$ cat config.mk
export PLATFORM = sky130hd
export DESIGN_NAME = sgdlr_mul
export DESIGN_NICKNAME = d
export VERILOG_FILES = /design/src/rtl/sgdlr_pkg.sv /design/src/rtl/sgdlr_mul.sv
export SDC_FILE = /design/constraint.sdc
export NUM_CORES = 2
export LEC_CHECK = 0
export ABC_AREA = 1
export ABC_CLOCK_PERIOD_IN_PS = 11820
export BUFFER_PORTS_ARGS = -buffer_cell sky130_fd_sc_hd__buf_2
export CORE_ASPECT_RATIO = 1.75
export CORE_UTILIZATION = 45
export CTS_CLUSTER_DIAMETER = 100
export CTS_CLUSTER_SIZE = 12
export DETAILED_ROUTE_END_ITERATION = 12
export PLACE_DENSITY_LB_ADDON = 0.08
export SLEW_MARGIN = 10
export SYNTH_ARGS = -nofsm -noshare
export SYNTH_HDL_FRONTEND = slang
export SYNTH_SLANG_ARGS = --single-unit
$ cat constraint.sdc
create_clock -name clk -period 11.82 [get_ports clk]
set_clock_uncertainty 0.15 [all_clocks]
set_input_delay 0.591 -clock clk [delete_from_list [all_inputs] [get_ports clk]]
set_output_delay 0.591 -clock clk [all_outputs]
set_load 0.1 [all_outputs]
$ cat src/rtl/sgdlr_pkg.sv
// ----------------------------------------------------------------------------
// sgdlr_pkg: shared types and constants of the SGD linear regression trainer
// Widths of the shared multiplier and divider, their request and response
// structs, configuration register indexes and default parameter values.
// ----------------------------------------------------------------------------
package sgdlr_pkg;

	localparam int MAX_BATCH_DEF  = 256;
	localparam int DATA_WIDTH_DEF = 32;

	localparam int CFG_W   = 32;
	localparam int CIDX_W  = 2;
	localparam int MUL_W   = 32;
	localparam int PROD_W  = 2 * MUL_W;
	localparam int DIV_W   = 64;
	localparam int CNT_W   = 9;

	typedef enum logic [CIDX_W-1:0] {
		REG_STEP_RATE   = 2'd0,
		REG_BATCH_COUNT = 2'd1,
		REG_INIT_WEIGHT = 2'd2,
		REG_INIT_BIAS   = 2'd3
	} cfg_reg_t;

	typedef struct packed {
		logic                    en;
		logic signed [MUL_W-1:0] a;
		logic signed [MUL_W-1:0] b;
	} mul_req_t;

	typedef struct packed {
		logic             start;
		logic             neg;
		logic [DIV_W-1:0] mag;
		logic [CNT_W-1:0] divisor;
	} div_req_t;

	typedef struct packed {
		logic             busy;
		logic             done;
		logic [DIV_W-1:0] quot;
	} div_rsp_t;

endpackage

$ cat src/rtl/sgdlr_mul.sv
// ----------------------------------------------------------------------------
// sgdlr_mul: shared signed multiplier
// One 32 x 32 signed product per cycle, registered at the output.
// ----------------------------------------------------------------------------
module sgdlr_mul (
	input  logic                                   clk,
	input  sgdlr_pkg::mul_req_t                    req,
	output logic signed [sgdlr_pkg::PROD_W-1:0]    prod
);

	logic signed [sgdlr_pkg::PROD_W-1:0] prod_q;

	// hold the last product while idle
	always_ff @(posedge clk) begin
		if (req.en) begin
			prod_q <= $signed(req.a) * $signed(req.b);
		end
	end

	assign prod = prod_q;

endmodule

Yosys cells after proc, flatten, opt, wreduce, memory -nomap -nowiden:

Cells that the tools add are included.

* word-level logic and storage cells: 2
* register bits after elaboration: 64

* $mul: 1

Operators with widths (number)
* $mul 32x32->64: 1

Longest topological paths before layout:

* depth in word-level cells: 1
* depth in mapped cells: 31
* mapped depth without buffers: 30

Worst setup path before layout:

No wires, ideal clock.

* kind: input-to-reg
* start: input port req[63] in the netlist's numbering
* end: register prod_q (netlist bit prod[59]), data pin
* data arrival time: 7.123 ns
* setup slack: 4.294 ns
* library setup time: 0.253 ns
* buffers on the path: 1
* stages: 27
* cell sequence: clkbuf_1 > nand2_1 > inv_1 > fa_1 > inv_1 > fa_1 > inv_1 > fa_1 > fa_1 > inv_1 > fa_1 > inv_1 > fa_1 > inv_1 > fa_1 > fa_1 > inv_1 > ha_1 > nand2_2 > nor2_1 > inv_1 > nor2_1 > nand2_1 > nor3_1 > nand2_1 > nand4_1 > nand2_1

* longest elaborated chain between the ends: 1

Ends and longest elaborated chain
* from (decl): RTL line sgdlr_mul.sv:7 `input sgdlr_pkg::mul_req_t req,`
* $mul 32x32->64: RTL line sgdlr_mul.sv:16 `prod_q <= $signed(req.a) * $signed(req.b);`
* to (signal assigned): RTL line sgdlr_mul.sv:16
* to (decl): RTL line sgdlr_mul.sv:11 `logic signed [sgdlr_pkg::PROD_W-1:0] prod_q;`

No other way between the ends.
A chain may end at the register's enable or synchronous reset.

Worst setup path in the final report:

* start: input port req[63] in the netlist's numbering
* end: register prod_q (netlist bit prod[57]), data pin

The elaborated chain is that of the path after synthesis.

==> run_results.csv <==
group,metric,value,unit
outcome,outcome,"finished clean",
placement,gp_congestion,0.955,
grt,overflow,0,
critical_path,cp_top_family,"adder cells",
timing,setup_tns,0,ps
floorplan,fp.dieArea,92000,µm²
cts,clockBufferDepth,2,
cts,cts_tree,"yes",
finish,regArea,1920,µm²
yosys,synth_top_area_share,53.0,%
worst_hold_path,hold_end,"prod[41]",
critical_path,critPathSlowestCell,"fa_1",
yosys,ys.flop_type,"edfxtp_1",
yosys,synthesis.area,40800,µm²
cts,htree_levels,3,
yosys,synth_edf_count,64,
critical_path,worstPathBufferInverterCount,9,
worst_hold_path,hold_start,"req[64]",
timing,rsz0062_at_grt,"false",
grt,antenna_found_initial,12,
critical_path,cp.arrival,9020,ps
floorplan,rows,145,
job,max_cap_violations,0,
critical_path,critPathMaxFanout,32,
cts,clkSinkCount,64,
timing,relSlewSlack,25.3,%
yosys,synth-seq-area-share,4.71,%
timing,hold_viol,0,
route,post_drt_wl_per_cell,22.2,µm
floorplan,io_pins,130,
floorplan,core,89600,µm²
finish,largest_reg_flops,64,
route,firstDrtPassIters,5,
placement,numPortBuffers,129,
yosys,synth.area.top_cells,"fa_1 (53%), inv_1 (16%), nand2_1 (14%)",
timing,fin_crit,9020,ps
critical_path,end_kind,"register",
cts,root_buffer,"clkbuf_16",
floorplan,fp.dieW,230,µm
grt,grt_pass1_vias,35399,
floorplan,die_h,401,µm
timing,period_share,76.3,%
route,wl,140,mm
yosys,synth_top_cell_by_area,"fa_1",
finish,multi_input_comb_area,31800,µm²
route,dr.first_iter.drc_count,1747,
grt,grt_max_degree,54,
critical_path,cpPeakStageDelay,870,ps
critical_path,critical_path_class,"primary input to register",
grt,grt_pass1_wl,215,mm
critical_path,cp.required,11820,ps
yosys,ys.warnings.count,0,
floorplan,start_util,45.6,%
critical_path,critPathLaunchType,"primary input",
timing,setup_viol,0,
yosys,syn_inst,5124,
timing,fmax,111,MHz
cts,post-cts-setup-buffers,0,
yosys,async_flop_share,0,%
yosys,ys_types,27,
cts,cts_made_buffers,9,
cts,path_clk_slew,70,ps
route,ant_nets,0,
grt,grt.total_usage,32.1,%
finish,nNetsFinal,6439,
yosys,synth-seq-cells,64,
critical_path,crit_path_start,"req[63]",
yosys,synth_nets,6456,
placement,hpwlAfterDp,116,mm
cts,cts_resized,0,
worst_hold_path,min_path_cells,1,
route,vias,31356,
finish,fill_cells,9171,
finish,drive_above_1_share,5.13,%
yosys,avgSynthCellArea,7.97,µm²
cts,cts-hold-fix-buffers,0,
worst_hold_path,hold_path_class,"primary input to register",
finish,syn2layout_area_growth,4.97,%
route,via_per_inst,4.98,
timing,drv_slew,0,
timing,tightest_slew,1120,ps
route,drc,0,
## cell type report
type                            instances  share of cell area, %
Antenna cell                            9                 0.0525
Clock buffer                            9                  0.525
Clock inverter                          7                  0.292
Inverter                             1700                   14.9
Multi-Input combinational cell       3168                   74.2
Sequential cell                        64                   4.48
Tap cell                             1176                   3.43
Timing Repair Buffer                  164                   2.12
## how the worst max path moves through the flow
stage / to / slack, ps / depth (start not counted)
6_report: prod[57] / 2800 / 27
5_1_grt: prod[52] / 2390 / 27
4_1_cts: prod[57] / 2870 / 27
3_5_place_dp: prod[57] / 2500 / 27
3_3_place_gp: prod[57] / 2570 / 27
2_1_floorplan: prod[59] / 4290 / 27
## per-layer routing
| metal | share of wire [%] | global-route usage (%) | vias to the layer above |
|---|---|---|---|
| li1 | - | - | 13953 |
| met1 | 33 | 34.0 | 16183 |
| met2 | 56 | 61.2 | 897 |
| met3 | 3.9 | 2.40 | 319 |
| met4 | 7.0 | 19.2 | 4 |
| met5 | 0.018 | 0 | - |
## placed cells by master, fill, tap and decap left out
cell type	synthesis	routed
or2_2	7	7
nor2_1	93	93
a21oi_2	1	1
ha_1	184	184
buf_2	0	129
o21a_1	1	1
nand3_1	73	73
inv_1	1692	1692
clkinv_4	0	1
xnor2_1	3	3
nand3_2	6	6
nand4_1	13	13
a21oi_1	62	62
o21bai_1	8	8
o21ai_1	4	4
inv_2	8	8
clkbuf_16	0	9
edfxtp_1	64	64
o21ai_0	17	17
buf_4	0	35
inv_6	0	3
diode_2	0	9
xor2_1	31	31
a21o_1	2	2
bufinv_16	0	3
nand3b_1	6	6
nor3_1	11	11
nor2_2	31	31
nor2_4	3	3
nand2_1	1504	1504
nand2_2	21	21
nor3_2	5	5
fa_1	1082	1082
## synthesized netlist by cell type (4+ instances only)
master,number
nor2_2,31
edfxtp_1,64
nand4_1,13
nand3b_1,6
inv_1,1692
nor3_1,11
o21ai_0,17
o21ai_1,4
o21bai_1,8
nor3_2,5
a21oi_1,62
fa_1,1082
or2_2,7
nand3_2,6
xor2_1,31
ha_1,184
inv_2,8
nor2_1,93
nand2_1,1504
nand2_2,21
nand3_1,73
clkbuf_1,192
## stage by stage
stage	hold WS [ps]	util [%]	std cells	area [µm²]	setup slack (ps)
after floorplan	553	-	5124	40800	4290
after global placement	854	47.4	6272	42500	2570
after detailed placement	860	47.4	6272	42500	2500
after CTS	457	47.8	6288	42900	2870
after global routing	466	47.8	6296	42900	2390
final	452	47.8	6297	42900	2800
## cell families after synthesis
| logic type | share of synthesized area (%) |
|---|---|
| compound gates | 1.24 |
| xor+xnor | 0.729 |
| fa+ha+maj | 58.7 |
| buf+inv | 17.4 |
| flops | 4.71 |
| simple gates | 17.3 |
Power is not shown: default switching activity piles up to over one toggle a cycle in this logic, so the estimate is an artifact.
