==> src/rtl/sgdlr_pkg.sv <==
// ----------------------------------------------------------------------------
// sgdlr_pkg: shared types and constants of the SGD linear regression trainer
// Widths of the shared multiplier and divider, their request and response
// structs, configuration register indexes and default parameter values.
// ----------------------------------------------------------------------------
package sgdlr_pkg;

	localparam int MAX_BATCH_DEF  = 256;
	localparam int DATA_WIDTH_DEF = 32;

	localparam int CFG_W   = 32;
	localparam int CIDX_W  = 2;
	localparam int MUL_W   = 32;
	localparam int PROD_W  = 2 * MUL_W;
	localparam int DIV_W   = 64;
	localparam int CNT_W   = 9;

	typedef enum logic [CIDX_W-1:0] {
		REG_STEP_RATE   = 2'd0,
		REG_BATCH_COUNT = 2'd1,
		REG_INIT_WEIGHT = 2'd2,
		REG_INIT_BIAS   = 2'd3
	} cfg_reg_t;

	typedef struct packed {
		logic                    en;
		logic signed [MUL_W-1:0] a;
		logic signed [MUL_W-1:0] b;
	} mul_req_t;

	typedef struct packed {
		logic             start;
		logic             neg;
		logic [DIV_W-1:0] mag;
		logic [CNT_W-1:0] divisor;
	} div_req_t;

	typedef struct packed {
		logic             busy;
		logic             done;
		logic [DIV_W-1:0] quot;
	} div_rsp_t;

endpackage

==> src/rtl/sgdlr_div.sv <==
// ----------------------------------------------------------------------------
// sgdlr_div: iterative sign-magnitude divider
// Restoring division of a 64-bit magnitude by a small unsigned divisor, one
// quotient bit per cycle; the sign is applied to the quotient at the end.
// ----------------------------------------------------------------------------
module sgdlr_div (
	input  logic                clk,
	input  logic                arst_n,
	input  sgdlr_pkg::div_req_t req,
	output sgdlr_pkg::div_rsp_t rsp
);

	localparam int DW     = sgdlr_pkg::DIV_W;
	localparam int NW     = sgdlr_pkg::CNT_W;
	localparam int ITER_W = $clog2(DW);
	localparam logic [ITER_W-1:0] LAST_ITER = ITER_W'(DW - 1);

	logic              busy_q;
	logic              done_q;
	logic              neg_q;
	logic [ITER_W-1:0] iter_q;
	logic [DW-1:0]     quo_q;
	logic [NW-1:0]     rem_q;
	logic [NW-1:0]     dvs_q;

	logic [NW:0]       trial;
	logic              ge;
	logic [NW:0]       trial_sub;

	assign trial     = {rem_q, quo_q[DW-1]};
	assign ge        = (trial >= {1'b0, dvs_q});
	assign trial_sub = trial - {1'b0, dvs_q};

	always_ff @(posedge clk or negedge arst_n) begin
		if (!arst_n) begin
			busy_q <= 1'b0;
			done_q <= 1'b0;
			iter_q <= '0;
		end else begin
			// pulse done for one cycle after the last quotient bit
			done_q <= busy_q && !req.start && (iter_q == LAST_ITER);
			if (req.start) begin
				busy_q <= 1'b1;
				iter_q <= '0;
			end else if (busy_q) begin
				iter_q <= iter_q + 1'b1;
				if (iter_q == LAST_ITER) begin
					busy_q <= 1'b0;
				end
			end
		end
	end

	// shift dividend bits out and quotient bits in through the same register
	always_ff @(posedge clk) begin
		if (req.start) begin
			quo_q <= req.mag;
			rem_q <= '0;
			dvs_q <= req.divisor;
			neg_q <= req.neg;
		end else if (busy_q) begin
			quo_q <= {quo_q[DW-2:0], ge};
			rem_q <= ge ? trial_sub[NW-1:0] : trial[NW-1:0];
		end
	end

	assign rsp.busy = busy_q;
	assign rsp.done = done_q;
	assign rsp.quot = neg_q ? (DW'(0) - quo_q) : quo_q;

	a_start_idle: assert property (@(posedge clk) disable iff (!arst_n)
		req.start |-> (!busy_q && !done_q))
		else $error("divider started while busy");

	a_last_done: assert property (@(posedge clk) disable iff (!arst_n)
		(busy_q && iter_q == LAST_ITER && !req.start) |=> (done_q && !busy_q))
		else $error("divider did not finish after the last quotient bit");

	a_done_pulse: assert property (@(posedge clk) disable iff (!arst_n)
		done_q |=> !done_q)
		else $error("divider done held longer than one cycle");

endmodule

==> config.mk <==
export PLATFORM = sky130hd
export DESIGN_NAME = sgdlr_div
export DESIGN_NICKNAME = d
export VERILOG_FILES = /design/src/rtl/sgdlr_pkg.sv /design/src/rtl/sgdlr_div.sv
export SDC_FILE = /design/constraint.sdc
export NUM_CORES = 1
export LEC_CHECK = 0
export ABC_AREA = 1
export BUFFER_PORTS_ARGS = -buffer_cell sky130_fd_sc_hd__buf_2
export CORE_UTILIZATION = 56
export CTS_CLUSTER_SIZE = 12
export DETAILED_ROUTE_END_ITERATION = 8
export PLACE_DENSITY = 0.86
export SYNTH_ARGS = -nofsm -noshare
export SYNTH_HDL_FRONTEND = slang
export SYNTH_SLANG_ARGS = --single-unit
export TNS_END_PERCENT = 50
==> constraint.sdc <==
create_clock -name clk -period 2.8 [get_ports clk]
set_clock_uncertainty 0.2 [all_clocks]
set_input_delay 0.56 -clock clk [delete_from_list [all_inputs] [get_ports clk]]
set_output_delay 0.56 -clock clk [all_outputs]
set_load 0.01 [all_outputs]
; ---- Word level (Yosys, flattened, before mapping)
; Cells that the tools add are included.
[totals]
register_bits = 91
in_bits = 77
wordCells = 25
[op_classes]
add_sub_neg = 3
magnitude_cmp = 1
n_eq_ne = 1
muxes = 9
reduce_logical = 4
[ops]
columns = operator, n
row1 = two-way mux 64 bit, 3
row2 = "subtractor 1 x 64 -> 64 bit, first input constant", 1
row3 = two-way mux 6 bit, 2
row4 = >= comparator 10 x 9 -> 1 bit, 1
row5 = two-way mux 9 bit, 1
row6 = subtractor 9 bit, 1
row7 = "adder 6 x 1 -> 6 bit, second input constant", 1
row8 = "== test 6 bit, second input constant", 1
row9 = two-way mux 1 bit, 3
row10 = logical AND 1 bit, 2
row11 = nonzero test 2 bit, 1
row12 = logical NOT 1 bit, 1

; ---- Logic depth before layout (Yosys ltp)
[depth]
word_depth = 4
mapped_depth = 12
ltp_nobuf = 12

; ---- Worst setup path before layout
; Ideal clock, no wire load.
[synth_path]
path_type = input-to-reg
startpoint = input req[74] (netlist bit)
endpoint = register quo_q[0] (enable)
t_arrival_ns = 2.151
required_time_ns = 2.179
setup_slack_ns = 0.029
stages = 3
path_cell_list = buf_2 > nor2_1 > inv_1
[synth_via]
elab_chain_len = 1
[synth_rtl]
columns = element, line
row1 = from (decl), sgdlr_div.sv:9  ; input sgdlr_pkg::div_req_t req,
row2 = nonzero test 2 bit (no line), n/a
row3 = to (signal assigned), sgdlr_div.sv:57  ; quo_q <= req.mag;
row4 = to (signal assigned), sgdlr_div.sv:62  ; quo_q <= {quo_q[DW-2:0], ge};
row5 = to (decl), sgdlr_div.sv:22  ; logic [DW-1:0] quo_q;
; Every way passes these cells.
; A chain may end at the register's enable or synchronous reset.

==> flow_summary.yaml <==
setup_path:
  cp_max_fo: 4
  start_kind: "register"
  worstSetupPathType: "register to primary output"
  cp.required_ps: 2040
  crit_arrival_ps: 2140
  end_kind: "primary output"
synthesis:
  syn_area_per_cell_sq_um: 6.905
  synth_cell_types: 34
  syn-instance-count: 944
  ys_top_cells_by_area: "edfxtp_1, nand2_1, nor2_1"
  syn_nets: 1033
  synth_seq_cells: 91
  synth_top_area_share_pct: 34.09
  synth_top_cell_by_area: "edfxtp_1"
  yosysWarnings: 0
  yosysSeqAreaShare_pct: 39.92
  syn-cell-area_sq_mm: 0.006519
die:
  die_y_um: 109.9
  dieArea_sq_mm: 0.01208
  rows: 39
  start_util_pct: 57.33
  core_area_sq_mm: 0.01137
  die_x_um: 109.9
  io_pins: 143
layout:
  diodes: 0
  syn_to_final_growth_pct: 24.72
  final_cell_mix: "nand2_1, buf_2, nor2_1"
  drive_above_1_share_pct: 23.90
  nets: 1201
  final_common_cell: "nand2_1"
sta:
  setup-tns-final_ps: -1027
  setup_viol: 29
  finalCritPeriodShare_pct: 103.5
  max_freq_ghz: 0.3451
  tightest_slew_ps: 849.7
  hold_violations: 0
  relSlewSlack_pct: 43.29
  rsz0062_at_grt: "true"
  finalCriticalPeriod_ps: 2898
  slew_viol_final: 0
  finalWorstSetupSlack_ps: -98.04
  fin_hold_ws_ps: 176.9
drt:
  vias: 6984
  viasPerCell: 5.543
  drtPass1Iterations: 6
  post_drt_wl_per_cell_um: 15.31
  route.antenna.remaining_nets: 0
  drc: 0
  routed_wl_um: 19290
  drt_iter0_markers: 770
run_status:
  status: "complete, but fails checks"
  violations: "setup timing"
global_route:
  gr-total-overflow: 0
  antenna_found_initial: 0
  grtUsageTotal_pct: 31.90
  grt_pass1_wl_um: 29020
  grt_max_degree: 69
  grt_pass1_vias: 6218
power:
  power_leakage_nw: 3.900
  pwr_density_cell_mw_per_mm2: 592.7
  vdd_drop_max_uv: 564.4
clocking:
  cts_tree: "built"
  clock_latency_ps: 360
  clk_pin_slew_ps: 70
  h-tree-depth: 3
  cts-buffers-inserted: 9
  clkSinkCount: 91
  cts_max_path_buffers: 2
  root_buffer: "clkbuf_16"
flow_run:
  drv_cap: 0
placement:
  io_buffers: 142
  dpl.hpwl_um: 13500
  gp_congestion: 0.9578
min_path:
  hold_class: "primary input to register"
## cells in the mapped netlist
cell / number
buf_2: 7
dfxtp_1: 9
nand3b_1: 4
nand4_1: 12
buf_4: 4
o2111ai_1: 1
o21ai_4: 3
o211ai_1: 3
nand2_4: 4
o31ai_1: 1
xnor2_1: 6
nor2_1: 131
nor3_1: 2
o21ai_0: 68
edfxtp_1: 74
nor4_1: 1
nand2_1: 358
nor2_2: 10
nor2_4: 3
fa_1: 1
dfrtp_1: 8
a22o_1: 1
nand2_2: 5
inv_1: 90
a21oi_1: 12
o21ai_1: 5
nand3_1: 59
and2_1: 1
nand3_2: 2
clkbuf_1: 13
a31oi_1: 2
xor2_1: 29
buf_1: 4
ha_1: 11
## critical path, stage by stage (launching register included)
cell      delay [ps]
edfxtp_1         480
nor2_2           220
nand2_2           90
nor2_4           190
nand2_1          170
nor2_2           200
nand2_1           70
nand2_1           60
nand2_1           50
nand2_1           50
nand2_1           60
buf_2            130
## cells by family (layout without fill, tap and decap cells)
family / count (synthesis) / in the layout / share of synthesized area [%]
simple gates: 592 / 593 / 37.60
buf+inv: 118 / 290 / 7.159
compound gates: 96 / 96 / 8.196
flops: 91 / 91 / 39.92
xor+xnor: 35 / 35 / 4.702
fa+ha+maj: 12 / 12 / 2.418
## worst paths after layout
check,start,to,slack (ps),cells after the start
max in group asynchronous,arst_n,iter_q[5]$_DFFE_PN0P_,1860,2
max reg2reg,quo_q[63]$_DFFE_PP_,rem_q[3]$_SDFFE_PP0P_,260,11
min,req[8],dvs_q[8]$_DFFE_PP_,180,1
min reg2reg,iter_q[5]$_DFFE_PN0P_,busy_q$_DFF_PN0_,260,1
min in group asynchronous,arst_n,iter_q[0]$_DFFE_PN0P_,360,2
max,quo_q[4]$_DFFE_PP_,rsp[59],-100,11
## through the flow
step / power, mW / utilization (%) / instances / worst slack (ps) / area (sq um)
3_3_place_gp: 3.372 / 64.95 / 1213 / 317.5 / 7385
3_5_place_dp: 3.418 / 64.95 / 1213 / 229.8 / 7385
2_1_floorplan: 2.911 / - / 944 / 28.92 / 6519
5_1_grt: 5.096 / 71.51 / 1260 / -193.9 / 8130
4_1_cts: 4.706 / 68.82 / 1238 / -38.51 / 7825
6_report: 4.819 / 71.51 / 1260 / -98.04 / 8130
## power by group
group / total, mW / leakage, nW / internal [mW] / switching [mW]
Combinational: 1.76 / 2.78 / 0.688 / 1.07
Sequential: 1.82 / 0.980 / 1.65 / 0.166
Clock: 1.24 / 0.136 / 0.698 / 0.546
Total: 4.82 / 3.90 / 3.04 / 1.78
## flip-flops by register name, summed over array words and instances (netlist names)
register and count:
quo_q 64, dvs_q 9, rem_q 9, iter_q 6
busy_q 1, done_q 1, neg_q 1
## routing by layer
layer	vias up	track usage, %	part of all wire, %
li1	3359	-	-
met1	3106	42.86	40
met2	463	49.91	45
met3	56	5.098	11
met4	0	15.81	3.6
met5	-	0	0
## final cells by class
type                            count  area (sq um)
Timing Repair Buffer              184          1059
Tap cell                          143         178.9
Clock inverter                      5         62.56
Inverter                           90         337.8
Multi-Input combinational cell    736          3657
Fill cell                         912          3239
Clock buffer                       11         232.7
Sequential cell                    91          2603
## repair_timing
item | 4_1_cts | 5_1_grt
endpoints found under the setup margin | 34 | 48
cloned | 0 | 1
hold buffers | 1 | 0
gates resized for setup | 22 | 39
hold endpoints to repair | 8 | 0
pin swaps | 8 | 18
buffers inserted | 8 | 21
No activity file was read; power rests on OpenSTA's default activity.
